### config.mk
export PLATFORM = sky130hd
export DESIGN_NAME = sensor_frame_receiver_core
export DESIGN_NICKNAME = d
export VERILOG_FILES = /design/src/sfr_pkg.sv /design/src/sensor_frame_receiver_core.sv /design/src/sfr_cell.sv /design/src/sfr_ctrl.sv
export SDC_FILE = /design/constraint.sdc
export NUM_CORES = 1
export LEC_CHECK = 0
export ABC_AREA = 1
export BUFFER_PORTS_ARGS = -buffer_cell sky130_fd_sc_hd__buf_2
export CAP_MARGIN = 40
export CORE_MARGIN = 3
export CORE_UTILIZATION = 38
export CTS_CLUSTER_SIZE = 14
export DETAILED_ROUTE_END_ITERATION = 12
export GPL_TIMING_DRIVEN = 0
export SLEW_MARGIN = 20
export SYNTH_ARGS = -nofsm -noshare
export SYNTH_HDL_FRONTEND = slang
export SYNTH_SLANG_ARGS = --single-unit
### constraint.sdc
create_clock -name aclk -period 8.2 [get_ports aclk]
set_clock_uncertainty 0.15 [all_clocks]
set_input_delay 0 -clock aclk [delete_from_list [all_inputs] [get_ports aclk]]
set_output_delay 0 -clock aclk [all_outputs]
set_load 0.05 [all_outputs]
### src/sfr_pkg.sv
// shared types, constants and crc function of the sensor frame receiver
package sfr_pkg;

    localparam int FRAME_BYTES = 17;
    localparam int BYTE_W      = 8;
    localparam int CRC_W       = 16;
    localparam int COUNT_W     = 5;
    localparam int CFG_INDEX_W = 8;
    localparam int TDATA_W     = 112;
    localparam int TUSER_W     = 2;
    localparam int WORD_W      = 16;
    localparam int CENTI_W     = 15;

    localparam logic [CRC_W-1:0] CRC_INIT = 16'hFFFF;
    localparam logic [CRC_W-1:0] CRC_POLY = 16'hA001;

    localparam logic [CFG_INDEX_W-1:0] REG_DEVICE_ADDRESS = 8'd0;
    localparam logic [CFG_INDEX_W-1:0] REG_FUNCTION_CODE  = 8'd1;
    localparam logic [BYTE_W-1:0]      DEVICE_ADDRESS_RST = 8'h01;
    localparam logic [BYTE_W-1:0]      FUNCTION_CODE_RST  = 8'h03;

    localparam logic [COUNT_W-1:0] GOOD_LENGTH  = 5'd14;
    localparam logic [COUNT_W-1:0] HEADER_BYTES = 5'd3;
    localparam logic [COUNT_W-1:0] COUNT_MAX    = 5'd31;
    localparam logic [BYTE_W-1:0]  MIN_LENGTH   = 8'd2;
    localparam logic [BYTE_W-1:0]  MAX_LENGTH   = 8'd18;

    localparam logic [13:0]        HUM_SCALE   = 14'd12500;
    localparam logic [CENTI_W-1:0] HUM_OFFSET  = 15'h7DA8;  // -600
    localparam logic [14:0]        TEMP_SCALE  = 15'd17572;
    localparam logic [CENTI_W-1:0] TEMP_OFFSET = 15'h6DB3;  // -4685

    typedef enum logic [2:0] {
        PH_ADDR    = 3'd0,
        PH_FUNC    = 3'd1,
        PH_LEN     = 3'd2,
        PH_PAYLOAD = 3'd3,
        PH_CRC_LO  = 3'd4,
        PH_CRC_HI  = 3'd5
    } phase_t;

    typedef enum logic [1:0] {
        ST_OK  = 2'd0,
        ST_CRC = 2'd1,
        ST_LEN = 2'd2
    } status_t;

    // control from the frame sequencer to the byte chain and result stage
    typedef struct packed {
        logic    store;      // shift the accepted word into the byte chain
        logic    done;       // frame ends with this word
        status_t status;     // frame status, valid with done
        logic    at_crc_hi;  // next word closes a frame
    } ctrl_t;

    function automatic logic [CRC_W-1:0] crc_step(input logic [CRC_W-1:0] crc_in,
                                                  input logic [BYTE_W-1:0] b);
        logic [CRC_W-1:0] c;
        c = crc_in ^ {8'h00, b};
        for (int i = 0; i < BYTE_W; i++) begin
            if (c[0]) begin
                c = (c >> 1) ^ CRC_POLY;
            end else begin
                c = c >> 1;
            end
        end
        return c;
    endfunction

endpackage

### src/sensor_frame_receiver_core.sv
// top level of the sensor frame receiver: sequencer, byte chain and result register
// a result word is registered and shown in the cycle after the crc high byte is accepted
// throughput: one input word per cycle unless stalled; the byte chain and crc step take a word every cycle
// input stalls only while a result is still unread and the next word would close a frame
// reset: synchronous, active low; hunts for an address, registers return to 0x01 and 0x03
module sensor_frame_receiver_core (
    input  logic                             aclk,
    input  logic                             aresetn,
    // input stream
    input  logic                             s_tvalid,
    output logic                             s_tready,
    input  logic [7:0]                       s_tdata,   // [7:0] rx_byte
    // result stream
    output logic                             m_tvalid,
    input  logic                             m_tready,
    // [15:0] co2_ppm, [31:16] tvoc_level, [47:32] formaldehyde_level,
    // [63:48] fine_dust_level, [78:64] humidity_centi, [93:79] temperature_centi,
    // [109:94] coarse_dust_level, [111:110] zero
    output logic [sfr_pkg::TDATA_W-1:0]      m_tdata,
    output logic [sfr_pkg::TUSER_W-1:0]      m_tuser,   // [1:0] frame_status
    // configuration write channel
    input  logic                             cfg_valid,
    output logic                             cfg_ready,
    input  logic [sfr_pkg::CFG_INDEX_W-1:0]  cfg_index,
    input  logic [7:0]                       cfg_data
);
    import sfr_pkg::*;

    // configuration registers
    logic [BYTE_W-1:0] dev_addr_reg, dev_addr_next;
    logic [BYTE_W-1:0] func_code_reg, func_code_next;

    // result register
    logic               m_tvalid_reg, m_tvalid_next;
    logic [TDATA_W-1:0] m_tdata_reg, m_tdata_next;
    logic [TUSER_W-1:0] m_tuser_reg, m_tuser_next;

    ctrl_t              ctl;
    logic               s_accept;
    logic [BYTE_W-1:0]  cell_q [FRAME_BYTES];

    logic [WORD_W-1:0]  co2_w, tvoc_w, form_w, fine_w, hum_w, temp_w, coarse_w;
    logic [29:0]        hum_prod;
    logic [30:0]        temp_prod;
    logic [CENTI_W-1:0] hum_centi, temp_centi;

    assign cfg_ready = 1'b1;

    always_comb begin
        dev_addr_next  = dev_addr_reg;
        func_code_next = func_code_reg;
        if (cfg_valid) begin
            case (cfg_index)
                REG_DEVICE_ADDRESS: dev_addr_next  = cfg_data;
                REG_FUNCTION_CODE:  func_code_next = cfg_data;
                default: begin
                    // no register at this index
                end
            endcase
        end
    end

    // a closing word waits while the previous result is still unread
    assign s_tready = !(m_tvalid_reg && ctl.at_crc_hi);
    assign s_accept = s_tvalid && s_tready;

    sfr_ctrl u_ctrl (
        .aclk           (aclk),
        .aresetn        (aresetn),
        .accept         (s_accept),
        .rx_byte        (s_tdata),
        .device_address (dev_addr_reg),
        .function_code  (func_code_reg),
        .ctl            (ctl)
    );

    // byte chain: frame byte i sits in cell FRAME_BYTES-1-i once a full frame is in
    generate
        for (genvar k = 0; k < FRAME_BYTES; k++) begin : g_cell
            if (k == 0) begin : g_head
                sfr_cell u_cell (
                    .aclk     (aclk),
                    .shift_en (ctl.store),
                    .d_in     (s_tdata),
                    .q_out    (cell_q[k])
                );
            end else begin : g_body
                sfr_cell u_cell (
                    .aclk     (aclk),
                    .shift_en (ctl.store),
                    .d_in     (cell_q[k-1]),
                    .q_out    (cell_q[k])
                );
            end
        end
    endgenerate

    // big-endian sensor words from frame bytes 3..16
    assign co2_w    = {cell_q[FRAME_BYTES-1-3],  cell_q[FRAME_BYTES-1-4]};
    assign tvoc_w   = {cell_q[FRAME_BYTES-1-5],  cell_q[FRAME_BYTES-1-6]};
    assign form_w   = {cell_q[FRAME_BYTES-1-7],  cell_q[FRAME_BYTES-1-8]};
    assign fine_w   = {cell_q[FRAME_BYTES-1-9],  cell_q[FRAME_BYTES-1-10]};
    assign hum_w    = {cell_q[FRAME_BYTES-1-11], cell_q[FRAME_BYTES-1-12]};
    assign temp_w   = {cell_q[FRAME_BYTES-1-13], cell_q[FRAME_BYTES-1-14]};
    assign coarse_w = {cell_q[FRAME_BYTES-1-15], cell_q[FRAME_BYTES-1-16]};

    // scale to hundredths, wrap to 15 bits two's complement
    assign hum_prod   = 30'(hum_w) * 30'(HUM_SCALE);
    assign temp_prod  = 31'(temp_w) * 31'(TEMP_SCALE);
    assign hum_centi  = {1'b0, hum_prod[29:16]} + HUM_OFFSET;
    assign temp_centi = temp_prod[30:16] + TEMP_OFFSET;

    always_comb begin
        m_tvalid_next = m_tvalid_reg && !m_tready;
        m_tdata_next  = m_tdata_reg;
        m_tuser_next  = m_tuser_reg;
        if (ctl.done) begin
            m_tvalid_next = 1'b1;
            m_tuser_next  = ctl.status;
            m_tdata_next  = '0;
            // a bad frame carries all-zero sensor fields
            if (ctl.status == ST_OK) begin
                m_tdata_next = {2'b00, coarse_w, temp_centi, hum_centi,
                                fine_w, form_w, tvoc_w, co2_w};
            end
        end
    end

    always_ff @(posedge aclk) begin
        if (!aresetn) begin
            dev_addr_reg  <= DEVICE_ADDRESS_RST;
            func_code_reg <= FUNCTION_CODE_RST;
            m_tvalid_reg  <= 1'b0;
        end else begin
            dev_addr_reg  <= dev_addr_next;
            func_code_reg <= func_code_next;
            m_tvalid_reg  <= m_tvalid_next;
        end
    end

    always_ff @(posedge aclk) begin
        m_tdata_reg <= m_tdata_next;
        m_tuser_reg <= m_tuser_next;
    end

    assign m_tvalid = m_tvalid_reg;
    assign m_tdata  = m_tdata_reg;
    assign m_tuser  = m_tuser_reg;

endmodule

### src/sfr_cell.sv
// one byte cell of the frame byte chain
module sfr_cell (
    input  logic                      aclk,
    input  logic                      shift_en,
    input  logic [sfr_pkg::BYTE_W-1:0] d_in,
    output logic [sfr_pkg::BYTE_W-1:0] q_out
);
    import sfr_pkg::*;

    logic [BYTE_W-1:0] data_reg;
    logic [BYTE_W-1:0] data_next;

    always_comb begin
        data_next = shift_en ? d_in : data_reg;
    end

    always_ff @(posedge aclk) begin
        data_reg <= data_next;
    end

    assign q_out = data_reg;

endmodule

### src/sfr_ctrl.sv
// frame sequencer: address and function match, length check, crc
module sfr_ctrl (
    input  logic                       aclk,
    input  logic                       aresetn,
    input  logic                       accept,
    input  logic [sfr_pkg::BYTE_W-1:0] rx_byte,
    input  logic [sfr_pkg::BYTE_W-1:0] device_address,
    input  logic [sfr_pkg::BYTE_W-1:0] function_code,
    output sfr_pkg::ctrl_t             ctl
);
    import sfr_pkg::*;

    phase_t             phase_reg, phase_next;
    logic [COUNT_W-1:0] count_reg, count_next;
    logic [COUNT_W-1:0] length_reg, length_next;
    logic [CRC_W-1:0]   crc_reg, crc_next;
    logic [BYTE_W-1:0]  crc_lo_reg, crc_lo_next;

    logic               store;
    logic               fresh;   // frame restarts with this word
    logic               clear;   // back to hunting, word dropped
    logic               load_len;
    logic               take_lo;
    logic               done;
    status_t            status;
    logic [COUNT_W-1:0] count_inc;
    logic               len_ok;

    assign len_ok    = (rx_byte >= MIN_LENGTH) && (rx_byte <= MAX_LENGTH);
    assign count_inc = (count_reg == COUNT_MAX) ? count_reg : count_reg + 5'd1;

    // next state
    always_comb begin
        phase_next = phase_reg;
        if (accept) begin
            case (phase_reg)
                PH_ADDR: begin
                    if (rx_byte == device_address) phase_next = PH_FUNC;
                end
                PH_FUNC: begin
                    phase_next = (rx_byte == function_code) ? PH_LEN : PH_ADDR;
                end
                PH_LEN: begin
                    phase_next = len_ok ? PH_PAYLOAD : PH_ADDR;
                end
                PH_PAYLOAD: begin
                    if (count_inc == length_reg + HEADER_BYTES) phase_next = PH_CRC_LO;
                end
                PH_CRC_LO: begin
                    phase_next = PH_CRC_HI;
                end
                PH_CRC_HI: begin
                    phase_next = PH_ADDR;
                end
                default: begin
                    phase_next = PH_ADDR;
                end
            endcase
        end
    end

    // outputs
    always_comb begin
        store    = 1'b0;
        fresh    = 1'b0;
        clear    = 1'b0;
        load_len = 1'b0;
        take_lo  = 1'b0;
        done     = 1'b0;
        status   = ST_OK;
        if (length_reg != GOOD_LENGTH) begin
            status = ST_LEN;
        end else if (crc_reg != {rx_byte, crc_lo_reg}) begin
            status = ST_CRC;
        end
        if (accept) begin
            case (phase_reg)
                PH_ADDR: begin
                    if (rx_byte == device_address) begin
                        store = 1'b1;
                        fresh = 1'b1;
                    end
                end
                PH_FUNC: begin
                    store = (rx_byte == function_code);
                    clear = (rx_byte != function_code);
                end
                PH_LEN: begin
                    store    = len_ok;
                    load_len = len_ok;
                    clear    = !len_ok;
                end
                PH_PAYLOAD: begin
                    store = 1'b1;
                end
                PH_CRC_LO: begin
                    take_lo = 1'b1;
                end
                PH_CRC_HI: begin
                    done  = 1'b1;
                    clear = 1'b1;
                end
                default: begin
                    clear = 1'b1;
                end
            endcase
        end
    end

    // counters, length and crc
    always_comb begin
        count_next  = count_reg;
        crc_next    = crc_reg;
        length_next = load_len ? rx_byte[COUNT_W-1:0] : length_reg;
        crc_lo_next = take_lo ? rx_byte : crc_lo_reg;
        if (clear) begin
            count_next = '0;
            crc_next   = CRC_INIT;
        end else if (store) begin
            count_next = fresh ? 5'd1 : count_inc;
            crc_next   = crc_step(fresh ? CRC_INIT : crc_reg, rx_byte);
        end
    end

    always_ff @(posedge aclk) begin
        if (!aresetn) begin
            phase_reg  <= PH_ADDR;
            count_reg  <= '0;
            length_reg <= '0;
            crc_reg    <= CRC_INIT;
            crc_lo_reg <= '0;
        end else begin
            phase_reg  <= phase_next;
            count_reg  <= count_next;
            length_reg <= length_next;
            crc_reg    <= crc_next;
            crc_lo_reg <= crc_lo_next;
        end
    end

    assign ctl.store     = store;
    assign ctl.done      = done;
    assign ctl.status    = status;
    assign ctl.at_crc_hi = (phase_reg == PH_CRC_HI);

endmodule

==> tab_implementation.tex <==
\begin{tabular}{lr}
\hline
Metric & Value \\
\hline
\multicolumn{2}{l}{\textbf{Status}} \\
Run status & completed \\
\multicolumn{2}{l}{\textbf{Flow run}} \\
Number of max-cap violations & 0 \\
\multicolumn{2}{l}{\textbf{Setup path}} \\
Required time worst endpoint & 8.37 ns \\
Worst-case reg-to-reg path depth & 25 \\
Destination of the worst register-to-register timing path & m\_tdata[77] \\
Classification of the worst setup path & register to register \\
Slack of the worst reg-to-reg path & 2.41 ns \\
CP Capture Type & register \\
Cell at the slowest stage of the critical path & sky130\_fd\_sc\_hd\_\_edfxtp\_1 \\
Critical-path maximum fanout & 7 \\
Delay of the slowest cell on the worst path & 0.56 ns \\
Category of the worst setup path launch point & register \\
Capturing instance or port of the critical path & m\_tdata[77] \\
Worst path most repeated cell & sky130\_fd\_sc\_hd\_\_nand2\_1 \\
Reg2reg start & g\_cell[4].g\_body.u\_cell.q\_out[3] \\
Arr. time, crit path & 5.97 ns \\
Worst setup path startpoint & g\_cell[4].g\_body.u\_cell.q\_out[3] \\
\multicolumn{2}{l}{\textbf{Clock tree}} \\
Max Root-Sink Buffers & 3 \\
Cts bufs inserted & 29 \\
Post-CTS resize count & 0 \\
CTS tree & yes \\
Clock transition at path regs & 0.06 ns \\
Count of clock tree sinks & 278 \\
Clock latency on the worst-skew pair & 0.58 ns \\
Clock Tree Root & sky130\_fd\_sc\_hd\_\_clkbuf\_16 \\
H-tree levels & 1 \\
\multicolumn{2}{l}{\textbf{Min path}} \\
Worst min path class & input pin to register \\
Min-Delay Startpoint & s\_tdata[6] \\
Hold-critical path depth & 2 \\
\multicolumn{2}{l}{\textbf{Timing}} \\
Final Hold Viols & 0 \\
Worst-case hold slack & 0.04985 ns \\
Relative slew margins & 44.06\% \\
Total setup violations reported at the end of the flow & 0 \\
RSZ-0062 raised after global routing & false \\
Pins Over Slew Limit & 0 \\
Post-route minimum period & 5.794 ns \\
Final period util & 70.65\% \\
Setup tns final & 0 ns \\
Maximum clock rate & 172.6 MHz \\
Setup slack of the critical path after layout & 2.406 ns \\
Actual transition at the worst max-transition pin & 0.8390 ns \\
\multicolumn{2}{l}{\textbf{Floorplanning}} \\
Core Region & 44700 um\^{}2 \\
Die outline height & 219.7 um \\
Die width & 219.7 um \\
Top-level I/O count & 146 \\
Placement row count & 77 \\
Die ar. & 48270 um\^{}2 \\
Initial Utilization & 38.82\% \\
\multicolumn{2}{l}{\textbf{Cells and area}} \\
Layout-stage area growth over the synthesis result & 16.82\% \\
Flip-flop count of the largest register after layout & 110 \\
Number of nets in the finished design & 2299 \\
Core utilization of the finished layout & 45.35\% \\
Multi-input gate area & 7991 um\^{}2 \\
Register area & 7807 um\^{}2 \\
Fraction of layout instances using a drive strength above 1 & 12.15\% \\
Fillcell total & 4268 \\
\multicolumn{2}{l}{\textbf{Power}} \\
VDD IR max & 0.1358 mV \\
Power density normalized to cell area & 154.9 nW/um\^{}2 \\
Static leakage & 0.009789 uW \\
\multicolumn{2}{l}{\textbf{Routing}} \\
DRC & 0 \\
Detailed-router iteration count before antenna repair & 5 \\
Routed length per placed instance & 15.46 um \\
Via density & 4.787 \\
Via count & 12570 \\
Total length of routed wires & 40.60 mm \\
Antenna violation net count after detailed routing & 0 \\
First DRT Iteration DRCs & 831 \\
\multicolumn{2}{l}{\textbf{Global route}} \\
Global Route Usage Sum & 16.76\% \\
GRT Max-Usage Layer & met2 \\
Number of antenna violations at the first check in global routing & 1 \\
Met3 demand-to-capacity share in global routing & 1.889\% \\
Vias in the first global route & 12273 \\
Global Route met1 Usage & 23.03\% \\
Wire length of the first global-routing pass & 64.40 mm \\
Residual overflow from global routing & 0 \\
Maximum number of pins on one net before global-route repair & 72 \\
Fraction of met2 tracks used by global routing & 28.53\% \\
\multicolumn{2}{l}{\textbf{Synth}} \\
Gate count after technology mapping & 1791 \\
Mean instance size in the synthesized netlist & 9.690 um\^{}2 \\
Warning count from the yosys run & 0 \\
Distinct cell type count after synthesis & 54 \\
Complex-gate fraction of the synthesized area & 7.952\% \\
Number of synthesized flops with an enable pin & 224 \\
Predominant post-synthesis flop cell & sky130\_fd\_sc\_hd\_\_edfxtp\_1 \\
Fraction of the yosys area taken by sequential cells & 44.99\% \\
Async set or reset register ratio after synthesis & 0\% \\
Mux contribution to synthesized area & 0\% \\
Adder and majority gate portion of the synthesized area & 21.49\% \\
Post-synthesis register bit count & 278 \\
Netlist area before placement & 17350 um\^{}2 \\
Largest family of logic cells by synthesized area & adder cells \\
Xor and xnor area share after synthesis & 3.317\% \\
Area share of and/or/nand/nor cells after synthesis & 13.23\% \\
\multicolumn{2}{l}{\textbf{Place}} \\
Pre-CTS setup slack & 2.456 ns \\
Half-perimeter wire length after detailed placement & 31.16 mm \\
Routability Congestion & 0.8727 \\
Number of buffers inserted by port buffering & 142 \\
\hline
\end{tabular}
how the worst min path moves through the flow:
stage	to	slack, ns
final	g_cell[0].g_head.u_cell.q_out[6]	0.05
after global routing	g_cell[0].g_head.u_cell.q_out[6]	0.03
after CTS	g_cell[0].g_head.u_cell.q_out[6]	0.02
after detailed placement	func_code_reg[1]	0.08
after global placement	func_code_reg[1]	0.07
after floorplan	g_cell[0].g_head.u_cell.q_out[0]	-0.05
per-stage QoR:
stage,power (uW),cell area [um^2],instances
after global routing,3275,20270,2626
final,3141,20270,2626
after floorplan,1755,17360,1792
after CTS,3174,20260,2624
after detailed placement,1828,18890,2529
after global placement,1826,18810,2526
synth_stat cells (3+ instances only):
library cell	number	area share, %
sky130_fd_sc_hd__a221oi_1	3	0.15
sky130_fd_sc_hd__nand3_1	60	1.7
sky130_fd_sc_hd__xor2_1	45	2.3
sky130_fd_sc_hd__buf_4	11	0.48
sky130_fd_sc_hd__inv_1	351	7.6
sky130_fd_sc_hd__a211oi_1	4	0.17
sky130_fd_sc_hd__clkbuf_1	18	0.39
sky130_fd_sc_hd__o21ai_1	6	0.17
sky130_fd_sc_hd__a21oi_1	106	3.1
sky130_fd_sc_hd__a31o_2	4	0.20
sky130_fd_sc_hd__o21ai_0	77	2.2
sky130_fd_sc_hd__o21a_1	3	0.13
sky130_fd_sc_hd__dfxtp_1	54	6.2
sky130_fd_sc_hd__fa_1	65	7.5
sky130_fd_sc_hd__nand4_1	8	0.29
sky130_fd_sc_hd__nand2_2	8	0.29
sky130_fd_sc_hd__o21bai_1	11	0.48
sky130_fd_sc_hd__nand3b_1	4	0.17
sky130_fd_sc_hd__or2_2	5	0.18
sky130_fd_sc_hd__nand2_1	253	5.5
sky130_fd_sc_hd__nor3_1	16	0.46
sky130_fd_sc_hd__inv_2	11	0.24
sky130_fd_sc_hd__edfxtp_1	224	39
sky130_fd_sc_hd__nor2_1	170	3.7
sky130_fd_sc_hd__nor4_1	9	0.32
sky130_fd_sc_hd__ha_1	194	14
sky130_fd_sc_hd__xnor2_1	17	0.86
sky130_fd_sc_hd__a21o_1	10	0.43
sky130_fd_sc_hd__o211ai_1	9	0.39
power by group:
part	total (uW)	switching, uW	internal [uW]
logic	295	189	106
registers	1520	5.39	1510
clock network	1330	579	752
total	3140	773	2370
layout make-up:
| type | count | share of cell area (%) |
|---|---|---|
| multi-input cells | 1115 | 39.42 |
| flip-flops and latches | 278 | 38.51 |
| inverters | 364 | 6.777 |
| repair buffers | 188 | 5.968 |
| clock buffers | 33 | 3.654 |
| well taps | 592 | 3.654 |
| clock inverters | 20 | 1.049 |
| plain buffers | 35 | 0.9566 |
| diodes | 1 | 0.01234 |
timing repair:
item,CTS,global route
setup buffers,0,0
hold endpoints to repair,60,0
hold buffers,42,0
layer usage:
layer  share of wire, %  routed length, um
met5                  0                  0
met1                 46              18780
met3                3.8               1550
met4                1.6                667
met2                 48              19600
critical path, delay by kind of cell (launching register included):
| family | cells | cell delay [ns] |
|---|---|---|
| adders and majority gates | 6 | 2.20 |
| buffers and inverters | 4 | 0.22 |
| AOI/OAI and AO/OA | 3 | 0.62 |
| DFF | 1 | 0.56 |
| xor gates and xnor gates | 2 | 0.55 |
| and+or+nand+nor | 10 | 1.25 |
cells by family after synthesis:
| kind of cell | count (synthesis) |
|---|---|
| AND/OR/NAND/NOR | 544 |
| buffers and inverters | 399 |
| flip-flops | 278 |
| adder cells (fa/ha/maj) | 259 |
| AO/OA/AOI/OAI | 245 |
| XOR/XNOR | 64 |
| other | 2 |
cell usage in the layout, fill, tap and decap left out, drive strengths merged, types with 4 or more instances in the layout:
cell type      n
a21o          10
ha           194
o21ai         83
buf          163
o211ai         9
nor2         173
edfxtp       224
nand3         62
nand2        263
dfxtp         54
xnor2         17
fa            65
a31o           4
a21oi        106
inv          367
clkinv        10
a211oi         4
dlygate4sd3   42
xor2          47
nand4          8
clkinvlp       4
clkbuf        51
o21bai        11
nand3b         4
nor4           9
nor3          17
or2            5
Note: power is estimated with default switching activity, not from simulation.
